[src/rtl/wnm_pkg.sv]
// Shared types and constants for the wildcard name matcher.
// No dependencies; every module of the block imports this package.
package wnm_pkg;

    localparam int PATTERN_MAX_DEF = 64;
    localparam int CHAR_W          = 8;
    localparam int CMD_W           = 2;

    localparam logic [CMD_W-1:0] CMD_CLEAR  = 2'd0;
    localparam logic [CMD_W-1:0] CMD_APPEND = 2'd1;
    localparam logic [CMD_W-1:0] CMD_NAME   = 2'd2;
    localparam logic [CMD_W-1:0] CMD_QUERY  = 2'd3;

    localparam logic [CHAR_W-1:0] STAR_CHAR = 8'd42;
    localparam logic [CHAR_W-1:0] ANY_CHAR  = 8'd63;

    typedef struct packed {
        logic [CMD_W-1:0]  cmd;
        logic [CHAR_W-1:0] char_value;
        logic              last;
    } t_in_word;

    typedef struct packed {
        logic matched;
        logic pattern_overflow;
    } t_out_word;

    // Broadcast control to every cell of the row
    typedef struct packed {
        logic              clear;
        logic              append;
        logic              step;
        logic              fresh;
        logic [CHAR_W-1:0] ch;
    } t_cell_ctl;

endpackage

[src/rtl/wnm_cell.sv]
// One pattern position: stored character, fill bit, start-set bit and active bit.
// Depends on wnm_pkg; instantiated in a row by the top level.
module wnm_cell import wnm_pkg::*; (
    input  logic      i_clk,
    input  logic      i_rst_n,
    input  t_cell_ctl i_ctl,
    input  logic      i_seed,
    input  logic      i_fill,
    input  logic      i_start_ext,
    input  logic      i_act_next,
    output logic      o_used,
    output logic      o_star,
    output logic      o_stay,
    output logic      o_fwd,
    output logic      o_start_ext,
    output logic      o_start
);

    logic [CHAR_W-1:0] r_char;
    logic [CHAR_W-1:0] n_char;
    logic              r_used;
    logic              n_used;
    logic              r_start;
    logic              n_start;
    logic              r_act;
    logic              n_act;
    logic              start_bit;
    logic              cur;
    logic              is_star;
    logic              hit;
    logic              wr;

    assign wr        = i_ctl.append & i_fill;
    assign start_bit = r_start | i_seed;
    assign cur       = i_ctl.fresh ? start_bit : r_act;
    assign is_star   = r_used & (r_char == STAR_CHAR);
    assign hit       = r_used & ~is_star & ((r_char == ANY_CHAR) | (r_char == i_ctl.ch));

    // a star keeps its own position; any other hit hands the bit to the next cell
    assign o_stay      = cur & is_star;
    assign o_fwd       = cur & hit;
    assign o_star      = is_star;
    assign o_used      = r_used;
    assign o_start     = start_bit;
    assign o_start_ext = wr & (i_ctl.ch == STAR_CHAR) & start_bit;

    always_comb begin
        n_char  = wr ? i_ctl.ch : r_char;
        n_used  = r_used;
        n_start = r_start;
        n_act   = i_ctl.step ? i_act_next : r_act;
        if (i_ctl.clear) begin
            n_used  = 1'b0;
            n_start = 1'b0;
        end else begin
            n_used  = r_used | wr;
            n_start = r_start | i_start_ext;
        end
    end

    always_ff @(posedge i_clk) begin
        if (!i_rst_n) begin
            r_used  <= 1'b0;
            r_start <= 1'b0;
            r_act   <= 1'b0;
        end else begin
            r_used  <= n_used;
            r_start <= n_start;
            r_act   <= n_act;
        end
    end

    always_ff @(posedge i_clk) begin
        r_char <= n_char;
    end

endmodule

[src/rtl/wnm_closure.sv]
// Star closure of a position set: a reached star also reaches the position after it.
// Depends on wnm_pkg for the default width; combinational, one carry chain.
module wnm_closure import wnm_pkg::*; #(
    parameter int W = PATTERN_MAX_DEF + 1
) (
    input  logic [W-1:0] i_set,
    input  logic [W-1:0] i_star,
    output logic [W-1:0] o_set
);

    logic [W-1:0] seed;
    logic [W-1:0] sum;
    logic [W-1:0] carries;

    // generate at a reached star, propagate through unreached stars, kill elsewhere
    assign seed    = i_set & i_star;
    assign sum     = i_star + seed;
    assign carries = sum ^ i_star ^ seed;
    assign o_set   = i_set | carries;

endmodule

[src/rtl/wildcard_name_matcher_unit.sv]
// Wildcard name matcher: loads a glob pattern ('*' any run, '?' one character) one
// character per word after a clear, then checks names streamed one character per word.
// One word is accepted every cycle while results drain; once a stalled result has a
// second one waiting behind it in the skid word, the input stalls until the output moves.
// A result for the word that carries last (or the empty-name query) is registered.
// The longest path is the star-closure adder of PATTERN_MAX+1 bits across the row of
// position cells. Characters appended beyond PATTERN_MAX are dropped and raise the
// sticky overflow flag until the next clear.
// Depends on wnm_pkg, wnm_cell and wnm_closure.
module wildcard_name_matcher_unit import wnm_pkg::*; #(
    parameter int PATTERN_MAX = PATTERN_MAX_DEF
) (
    input  logic      i_clk,
    input  logic      i_rst_n,
    input  logic      i_in_valid,
    output logic      o_in_stall,
    input  t_in_word  i_in_word,
    output logic      o_out_valid,
    input  logic      i_out_stall,
    output t_out_word o_out_word
);

    localparam int NPOS = PATTERN_MAX + 1;

    logic              in_acc;
    logic              is_clear;
    logic              is_append;
    logic              is_name;
    logic              is_query;
    t_cell_ctl         ctl;

    logic [PATTERN_MAX-1:0] used_vec;
    logic [PATTERN_MAX-1:0] star_cells;
    logic [PATTERN_MAX-1:0] stay_vec;
    logic [PATTERN_MAX-1:0] fwd_vec;
    logic [PATTERN_MAX-1:0] start_cells;
    logic [PATTERN_MAX:0]   ext_chain;
    logic [NPOS-1:0]        end_vec;
    logic [NPOS-1:0]        pre_vec;
    logic [NPOS-1:0]        star_vec;
    logic [NPOS-1:0]        closed_vec;
    logic [NPOS-1:0]        start_vec;

    logic      r_busy;
    logic      n_busy;
    logic      r_ovf;
    logic      n_ovf;
    logic      r_start_end;
    logic      n_start_end;
    logic      r_out_valid;
    logic      n_out_valid;
    t_out_word r_out;
    t_out_word n_out;
    logic      r_skid_valid;
    logic      n_skid_valid;
    t_out_word r_skid;
    t_out_word n_skid;

    logic      res_valid;
    t_out_word res;
    logic      out_fire;

    assign o_in_stall = r_skid_valid;
    assign in_acc     = i_in_valid & ~o_in_stall;

    always_comb begin
        is_clear  = 1'b0;
        is_append = 1'b0;
        is_name   = 1'b0;
        is_query  = 1'b0;
        unique case (i_in_word.cmd)
            CMD_CLEAR:  is_clear  = in_acc;
            CMD_APPEND: is_append = in_acc;
            CMD_NAME:   is_name   = in_acc;
            CMD_QUERY:  is_query  = in_acc;
            default:    is_clear  = 1'b0;
        endcase
    end

    assign ctl.clear  = is_clear;
    assign ctl.append = is_append;
    assign ctl.step   = is_name;
    assign ctl.fresh  = ~r_busy;
    assign ctl.ch     = i_in_word.char_value;

    assign ext_chain[0] = 1'b0;

    genvar g;
    generate
        for (g = 0; g < PATTERN_MAX; g++) begin : g_cell
            logic seed;
            assign seed = (g == 0) ? 1'b1 : 1'b0;

            wnm_cell u_cell (
                .i_clk       (i_clk),
                .i_rst_n     (i_rst_n),
                .i_ctl       (ctl),
                .i_seed      (seed),
                .i_fill      (end_vec[g]),
                .i_start_ext (ext_chain[g]),
                .i_act_next  (closed_vec[g]),
                .o_used      (used_vec[g]),
                .o_star      (star_cells[g]),
                .o_stay      (stay_vec[g]),
                .o_fwd       (fwd_vec[g]),
                .o_start_ext (ext_chain[g+1]),
                .o_start     (start_cells[g])
            );

            // one-hot end of pattern and pre-closure next set
            if (g == 0) begin : g_first
                assign end_vec[g] = ~used_vec[g];
                assign pre_vec[g] = stay_vec[g];
            end else begin : g_rest
                assign end_vec[g] = used_vec[g-1] & ~used_vec[g];
                assign pre_vec[g] = stay_vec[g] | fwd_vec[g-1];
            end
        end
    endgenerate

    assign end_vec[PATTERN_MAX] = used_vec[PATTERN_MAX-1];
    assign pre_vec[PATTERN_MAX] = fwd_vec[PATTERN_MAX-1];
    assign star_vec             = {1'b0, star_cells};
    assign start_vec            = {r_start_end, start_cells};

    wnm_closure #(
        .W (NPOS)
    ) u_closure (
        .i_set  (pre_vec),
        .i_star (star_vec),
        .o_set  (closed_vec)
    );

    assign res_valid = (is_name & i_in_word.last) | is_query;
    assign res.matched = is_query ? |(start_vec & end_vec) : |(closed_vec & end_vec);
    assign res.pattern_overflow = r_ovf;

    always_comb begin
        n_busy      = r_busy;
        n_ovf       = r_ovf;
        n_start_end = r_start_end;
        if (is_clear) begin
            n_busy      = 1'b0;
            n_ovf       = 1'b0;
            n_start_end = 1'b0;
        end else if (is_append) begin
            n_busy      = 1'b0;
            n_ovf       = r_ovf | used_vec[PATTERN_MAX-1];
            n_start_end = r_start_end | ext_chain[PATTERN_MAX];
        end else if (is_query) begin
            n_busy = 1'b0;
        end else if (is_name) begin
            n_busy = ~i_in_word.last;
        end
    end

    // output register with a skid word behind it
    assign out_fire = r_out_valid & ~i_out_stall;

    always_comb begin
        n_out_valid  = r_out_valid;
        n_out        = r_out;
        n_skid_valid = r_skid_valid;
        n_skid       = r_skid;
        if (r_skid_valid) begin
            if (out_fire) begin
                n_out        = r_skid;
                n_out_valid  = 1'b1;
                n_skid_valid = 1'b0;
            end
        end else if (r_out_valid & ~out_fire) begin
            if (res_valid) begin
                n_skid       = res;
                n_skid_valid = 1'b1;
            end
        end else begin
            n_out       = res;
            n_out_valid = res_valid;
        end
    end

    always_ff @(posedge i_clk) begin
        if (!i_rst_n) begin
            r_busy       <= 1'b0;
            r_ovf        <= 1'b0;
            r_start_end  <= 1'b0;
            r_out_valid  <= 1'b0;
            r_skid_valid <= 1'b0;
        end else begin
            r_busy       <= n_busy;
            r_ovf        <= n_ovf;
            r_start_end  <= n_start_end;
            r_out_valid  <= n_out_valid;
            r_skid_valid <= n_skid_valid;
        end
    end

    always_ff @(posedge i_clk) begin
        r_out  <= n_out;
        r_skid <= n_skid;
    end

    assign o_out_valid = r_out_valid;
    assign o_out_word  = r_out;

`ifndef NO_ASSERTIONS
    a_skid_behind_out: assert property (@(posedge i_clk) disable iff (!i_rst_n)
        r_skid_valid |-> r_out_valid)
        else $error("skid word held without an output word");

    a_ovf_only_full: assert property (@(posedge i_clk) disable iff (!i_rst_n)
        r_ovf |-> used_vec[PATTERN_MAX-1])
        else $error("overflow flag set while pattern not full");

    a_query_gives_result: assert property (@(posedge i_clk) disable iff (!i_rst_n)
        is_query |=> r_out_valid)
        else $error("empty name query produced no result");
`endif

endmodule

[config.mk]
export PLATFORM = sky130hd
export DESIGN_NAME = wildcard_name_matcher_unit
export DESIGN_NICKNAME = d
export VERILOG_FILES = /design/src/rtl/wnm_pkg.sv /design/src/rtl/wnm_cell.sv /design/src/rtl/wnm_closure.sv /design/src/rtl/wildcard_name_matcher_unit.sv
export SDC_FILE = /design/constraint.sdc
export NUM_CORES = 2
export LEC_CHECK = 0
export BUFFER_PORTS_ARGS = -buffer_cell sky130_fd_sc_hd__buf_2
export CAP_MARGIN = 20
export CORE_ASPECT_RATIO = 0.5
export CORE_MARGIN = 3
export CORE_UTILIZATION = 65
export CTS_BUF_LIST = sky130_fd_sc_hd__clkbuf_4
export CTS_CLUSTER_DIAMETER = 40
export CTS_CLUSTER_SIZE = 16
export DETAILED_ROUTE_END_ITERATION = 8
export PLACE_DENSITY = 0.81
export SLEW_MARGIN = 20
export SYNTH_ARGS = -nofsm -noshare
export SYNTH_HDL_FRONTEND = slang
export SYNTH_SLANG_ARGS = --single-unit
[constraint.sdc]
create_clock -name i_clk -period 7.9 [get_ports i_clk]
set_input_delay 0.79 -clock i_clk [delete_from_list [all_inputs] [get_ports i_clk]]
set_output_delay 0.79 -clock i_clk [all_outputs]
set_load 0.005 [all_outputs]
======== Word level (Yosys, flattened, before mapping) ========
Cells that the tools add are included.
word-level totals
  bits in registers ....................... 712
  input port bits ......................... 15
  output and inout bits ................... 4
  word-level logic and storage cells ...... 1,523
operators by class
  add/subtract/negate cells ............... 1
  equal/unequal tests ..................... 198
  mux-type cells .......................... 79
  bitwise gates (word level) .............. 974
  reductions and logical operators ........ 7
operator list
  cell                                                 number
  equality test 8 x 6 -> 1 bit, second input constant  129
  bitwise AND 1 bit                                    578
  equality test 8 bit                                  64
  bitwise OR 1 bit                                     257
  inverter 1 bit                                       133
  bitwise AND 65 bit                                   2
  OR reduction 65 bit                                  2
  two-way mux 1 bit                                    76
  adder 64 x 65 -> 65 bit                              1
  bitwise AND 65 x 64 -> 65 bit                        1
  bitwise OR 65 bit                                    1
  XOR 65 x 64 -> 65 bit                                1
  XOR 65 bit                                           1
  two-way mux 2 bit                                    3
  equality test 2 bit, second input constant           2
  OR reduction 4 bit                                   1
  AND reduction 3 bit                                  1
  equality test 2 x 1 -> 1 bit, second input constant  1
  zero test 2 bit                                      1
  != test 2 x 1 -> 1 bit, second input constant        1
  != test 2 bit, second input constant                 1
  AND reduction 2 bit                                  1
  OR reduction 2 bit                                   1

======== Longest topological paths before layout ========
  depth after elaboration ................. 17
  gate-level depth with buffers ........... 25
  gate-level depth less buffers ........... 23

======== Cells and area by module ========
A second synthesis with hierarchy kept.
second synthesis, totals
  cell total of the unflattened synthesis .. 3,763
  area total of the unflattened synthesis .. 39,739.4 um^2
by module, submodules not included
  module                      instances  cells an instance  area an instance (um^2)  sequential area each (um^2)
  wnm_cell                    64         47                 541.8                    300.3
  wnm_closure                 1          479                3,041.7                  0.0
  wildcard_name_matcher_unit  1          276                2,024.4                  220.2

======== Worst setup path before layout ========
Ideal clock, no wire load.
  kind .................................... input port to flip-flop
  start ................................... in i_in_word[3] in the netlist's numbering
  end ..................................... reg r_out, in the netlist o_out_word[1], data pin
  library setup time ...................... 0.265 ns
  arrival time ............................ 5.467 ns
  required time ........................... 7.635 ns
  path slack .............................. 2.168 ns
  stages on the path ...................... 25
  path buffers ............................ 2
  cell sequence ........................... buf_4 > buf_6 > xor2_1 > nor4_1 > and2_1 > o21ai_1 > nand2_1 > nor2_1 > ha_1 > nand2b_1 > a211oi_1 > nor3_1 > or2_2 > a31oi_1 > nand3_1 > a21oi_1 > o2111ai_1 > a2111oi_2 > nand3_1 > a2111oi_2 > nand3_1 > or4_1 > or4b_1 > a211oi_2 > o31ai_1
RTL lines
  what                  RTL line                           text
  start, declared       wildcard_name_matcher_unit.sv:17   input t_in_word i_in_word,
  end signal, assigned  wildcard_name_matcher_unit.sv:199  r_out <= n_out;
  end, declared         wildcard_name_matcher_unit.sv:52   t_out_word r_out;

==> impl_results.md <==
- Pwr dens: between 150 and 200 mW/mm²
- Maximum vdd drop: approximately 0.2 mV
- P_leak: between 10 and 15 nW
- FF+latch count, synth: between 700 and 800
- Total vias in the final route: approximately 37000
- Worst Path Arrival: around 8 ns
- Fin. Hold Viols: 0
- Deepest clock path buffer count: 3
- Number of vias per cell: roughly 7.3
- WL met2: slightly above 60000 µm
- Clock Tree Root: clkbuf_4
- Starting Density: between 60 and 70%
- Rel. slew slack: approximately 12%
- Top_reg_cell synth: edfxtp_1
- IO Count: 19
- Grt ovf: 0
- Placer congestion estimate: approximately 1.1
- Number of setup violations in the final report: 0
- DRT antenna net count: 0
- Layout cells sized above 1: roughly 8.1%
- DP HPWL: roughly 110000 µm
- RSZ-0062 raised after global routing: no
- Area occupied by multi-input gates: around 0.021 mm²
- Num CTS Buffers: 67
- Worst slew pin tran: 1.31 ns
- WL/cell: roughly 28 µm
- Setup TNS: 0 ns
- Critical path class: flop to flop
- Core area: 0.0621 mm²
- CP Max Fanout: 33
- Vias in the first global route: around 35000
- DIE AREA: approximately 0.067 mm²
- Distinct cells, synth: just over 100
- CTS tree: yes
- Clock sinks: ~710
- Clock transition at path regs: around 0.15 ns
- Hold Buf Count CTS: 0
- Slew Limit Fails: 0
- Async set-reset flop share out of synthesis: 0%
- Syn. warnings: 0
- Initial DRC count: around 6100
- Post-CTS Setup Repair Bufs: 0
- GRT Util Overall: a little over two fifths
- Crit path required time: 8.64 ns
- Avg Cell Area, Syn: between 9 and 10 µm²
- Most frequent cells in the layout: nor2_1, edfxtp_1, xnor2_1
- DRC: 16
- # resized after CTS: 0
- Clk_skew: roughly 0.068 ns
- Port Buffer Count: 18
- Initial antenna violation count: 10
- DR pass1 iterations: 9
- Synthesized area: roughly 0.041 mm²
- Nets: approximately 4200
- Met1 wire length: between 50000 and 60000 µm
- Final worst path period share: about 90%
- Max Used Layer: met5
- Period minus WS final: approximately 7.3 ns
- Status: finished with violations
- Max Cap Violations: 0
- Die width: between 300 and 400 µm
- Max Clock Freq: 137 MHz
- Sequential fraction of the synthesis area: 46.9%
- Most common cell after layout, fill and taps aside: nor2_1
- EDFF count, synth: slightly above 500
- Synthesized net count: roughly 4200
- Worst Hold Class: primary input to flop
- Met3 wire len: 21600 µm
- Synth-to-Final Area Change: 5.12%
- Clock latency on the worst-skew pair: a little over 1 ns
- H-tree depth: 3
- FILL cells: 4462
- Hold WS: about 0.11 ns
- Largest net degree at the start of global routing: 67
- Routed WL: 145000 µm
- Worst setup EP type: flop
- Register area: approximately 0.019 mm²
- Rows: 64
- Global-route wire length before repair: approximately 220000 µm
- Startpoint types: flop
- Mapped Cells: between 4000 and 5000
- Die H: around 180 µm
- Failing checks: design-rule violations
## where the power goes
group          switching [mW]  internal [mW]  total [mW]  leakage (nW)
Clock                    1.41          0.771        2.18         0.603
Sequential             0.0133           4.01        4.03          6.23
Combinational           0.264          0.127       0.392          6.36
## path summary, 6_finish.rpt
kind,slack [ns],endpoint,startpoint,cells after the start
max,0.61,o_out_word[1],r_busy,18
min,0.11,o_out_valid,i_out_stall,3
max reg2reg,0.61,o_out_word[1],r_busy,18
min reg2reg,0.47,g_cell[7].u_cell.r_act,g_cell[7].u_cell.r_act,2
## logic make-up after synthesis
family	Yosys count	synth area share, %
AO/OA/AOI/OAI	810	13.4
multiplexers	75	1.99
adder cells (fa/ha/maj)	1	0.0302
flip-flops	712	46.9
buffers and inverters	208	2.71
AND/OR/NAND/NOR	1877	24.1
XOR/XNOR	513	10.9
## critical path, cell delays in order, from the launching register on
cell and delay [ns]:
dfxtp_4 0.81, buf_4 0.41, mux2i_1 0.63, nor4_1 0.27, a211oi_1 0.60, or2_2 0.28, nand2_1 0.12, a21oi_1 0.32
nor2_1 0.09, a21o_1 0.20, a21o_1 0.23, a221o_1 0.34, o21ai_0 0.79, o211a_1 0.27, o221ai_1 0.10, or4_1 0.54
or4b_1 0.57, a211oi_2 0.26, o31ai_1 0.12
## stage by stage
| stage | total power, mW | utilization (%) | instance area, µm² | instances | setup slack (ns) |
|---|---|---|---|---|---|
| CTS | 6.57 | 70.0 | 43400 | 5079 | 1.09 |
| finish | 6.60 | 70.1 | 43500 | 5091 | 0.612 |
| global route | 6.75 | 70.1 | 43500 | 5085 | 0.372 |
| floorplan | 4.35 | - | 41400 | 4196 | 2.17 |
| detailed placement | 4.49 | 68.2 | 42300 | 4956 | 0.753 |
| global placement | 4.47 | 68.2 | 42300 | 4956 | 0.860 |
## Yosys cell counts (all sizes together) (28+ instances only)
master	instances	area share, %
nand2b	46	0.69
a211oi	50	0.92
edfxtp	516	37
clkbuf	70	0.63
xnor2	337	7.1
or3	43	0.65
nor2	531	4.8
a31oi	102	1.6
or4	32	0.58
nand2	249	2.3
dfxtp	196	9.5
a21oi	145	1.8
nor4b	38	0.82
nand3	151	1.8
buf	71	1.5
mux2	47	1.3
o21ai	154	1.9
nor3	151	1.8
or2	42	0.63
and3	67	1.0
mux2i	28	0.71
nor4bb	42	1.0
inv	67	0.61
o211ai	30	0.54
xor2	176	3.7
and2	54	0.82
nor4	95	1.5
nand4	191	2.9
nor2b	54	0.82
## final cells by class
cell class | instances | area share, %
Tap cell | 825 | 2.37
Sequential cell | 712 | 44.6
Antenna cell | 12 | 0.0690
Multi-Input combinational cell | 3276 | 48.2
Inverter | 67 | 0.578
Clock inverter | 37 | 1.05
Clock buffer | 86 | 1.48
Timing Repair Buffer | 76 | 1.67
## routing by layer
layer | vias to the layer above | GRT usage [%]
li1 | 15900 | -
met1 | 18000 | 60.7
met2 | 2859 | 63.2
met3 | 449 | 14.0
met4 | 18 | 10.7
met5 | - | 0
## sequential cells by signal, indices dropped and copies added (netlist names)
register,count
g_cell.u_cell.o_used,64
g_cell.u_cell.r_act,64
g_cell.u_cell.r_char,512
g_cell.u_cell.r_start,63
o_in_stall,1
o_out_valid,1
o_out_word,2
r_busy,1
r_ovf,1
r_skid,2
r_start_end,1
No activity file was read; power rests on OpenSTA's default activity.
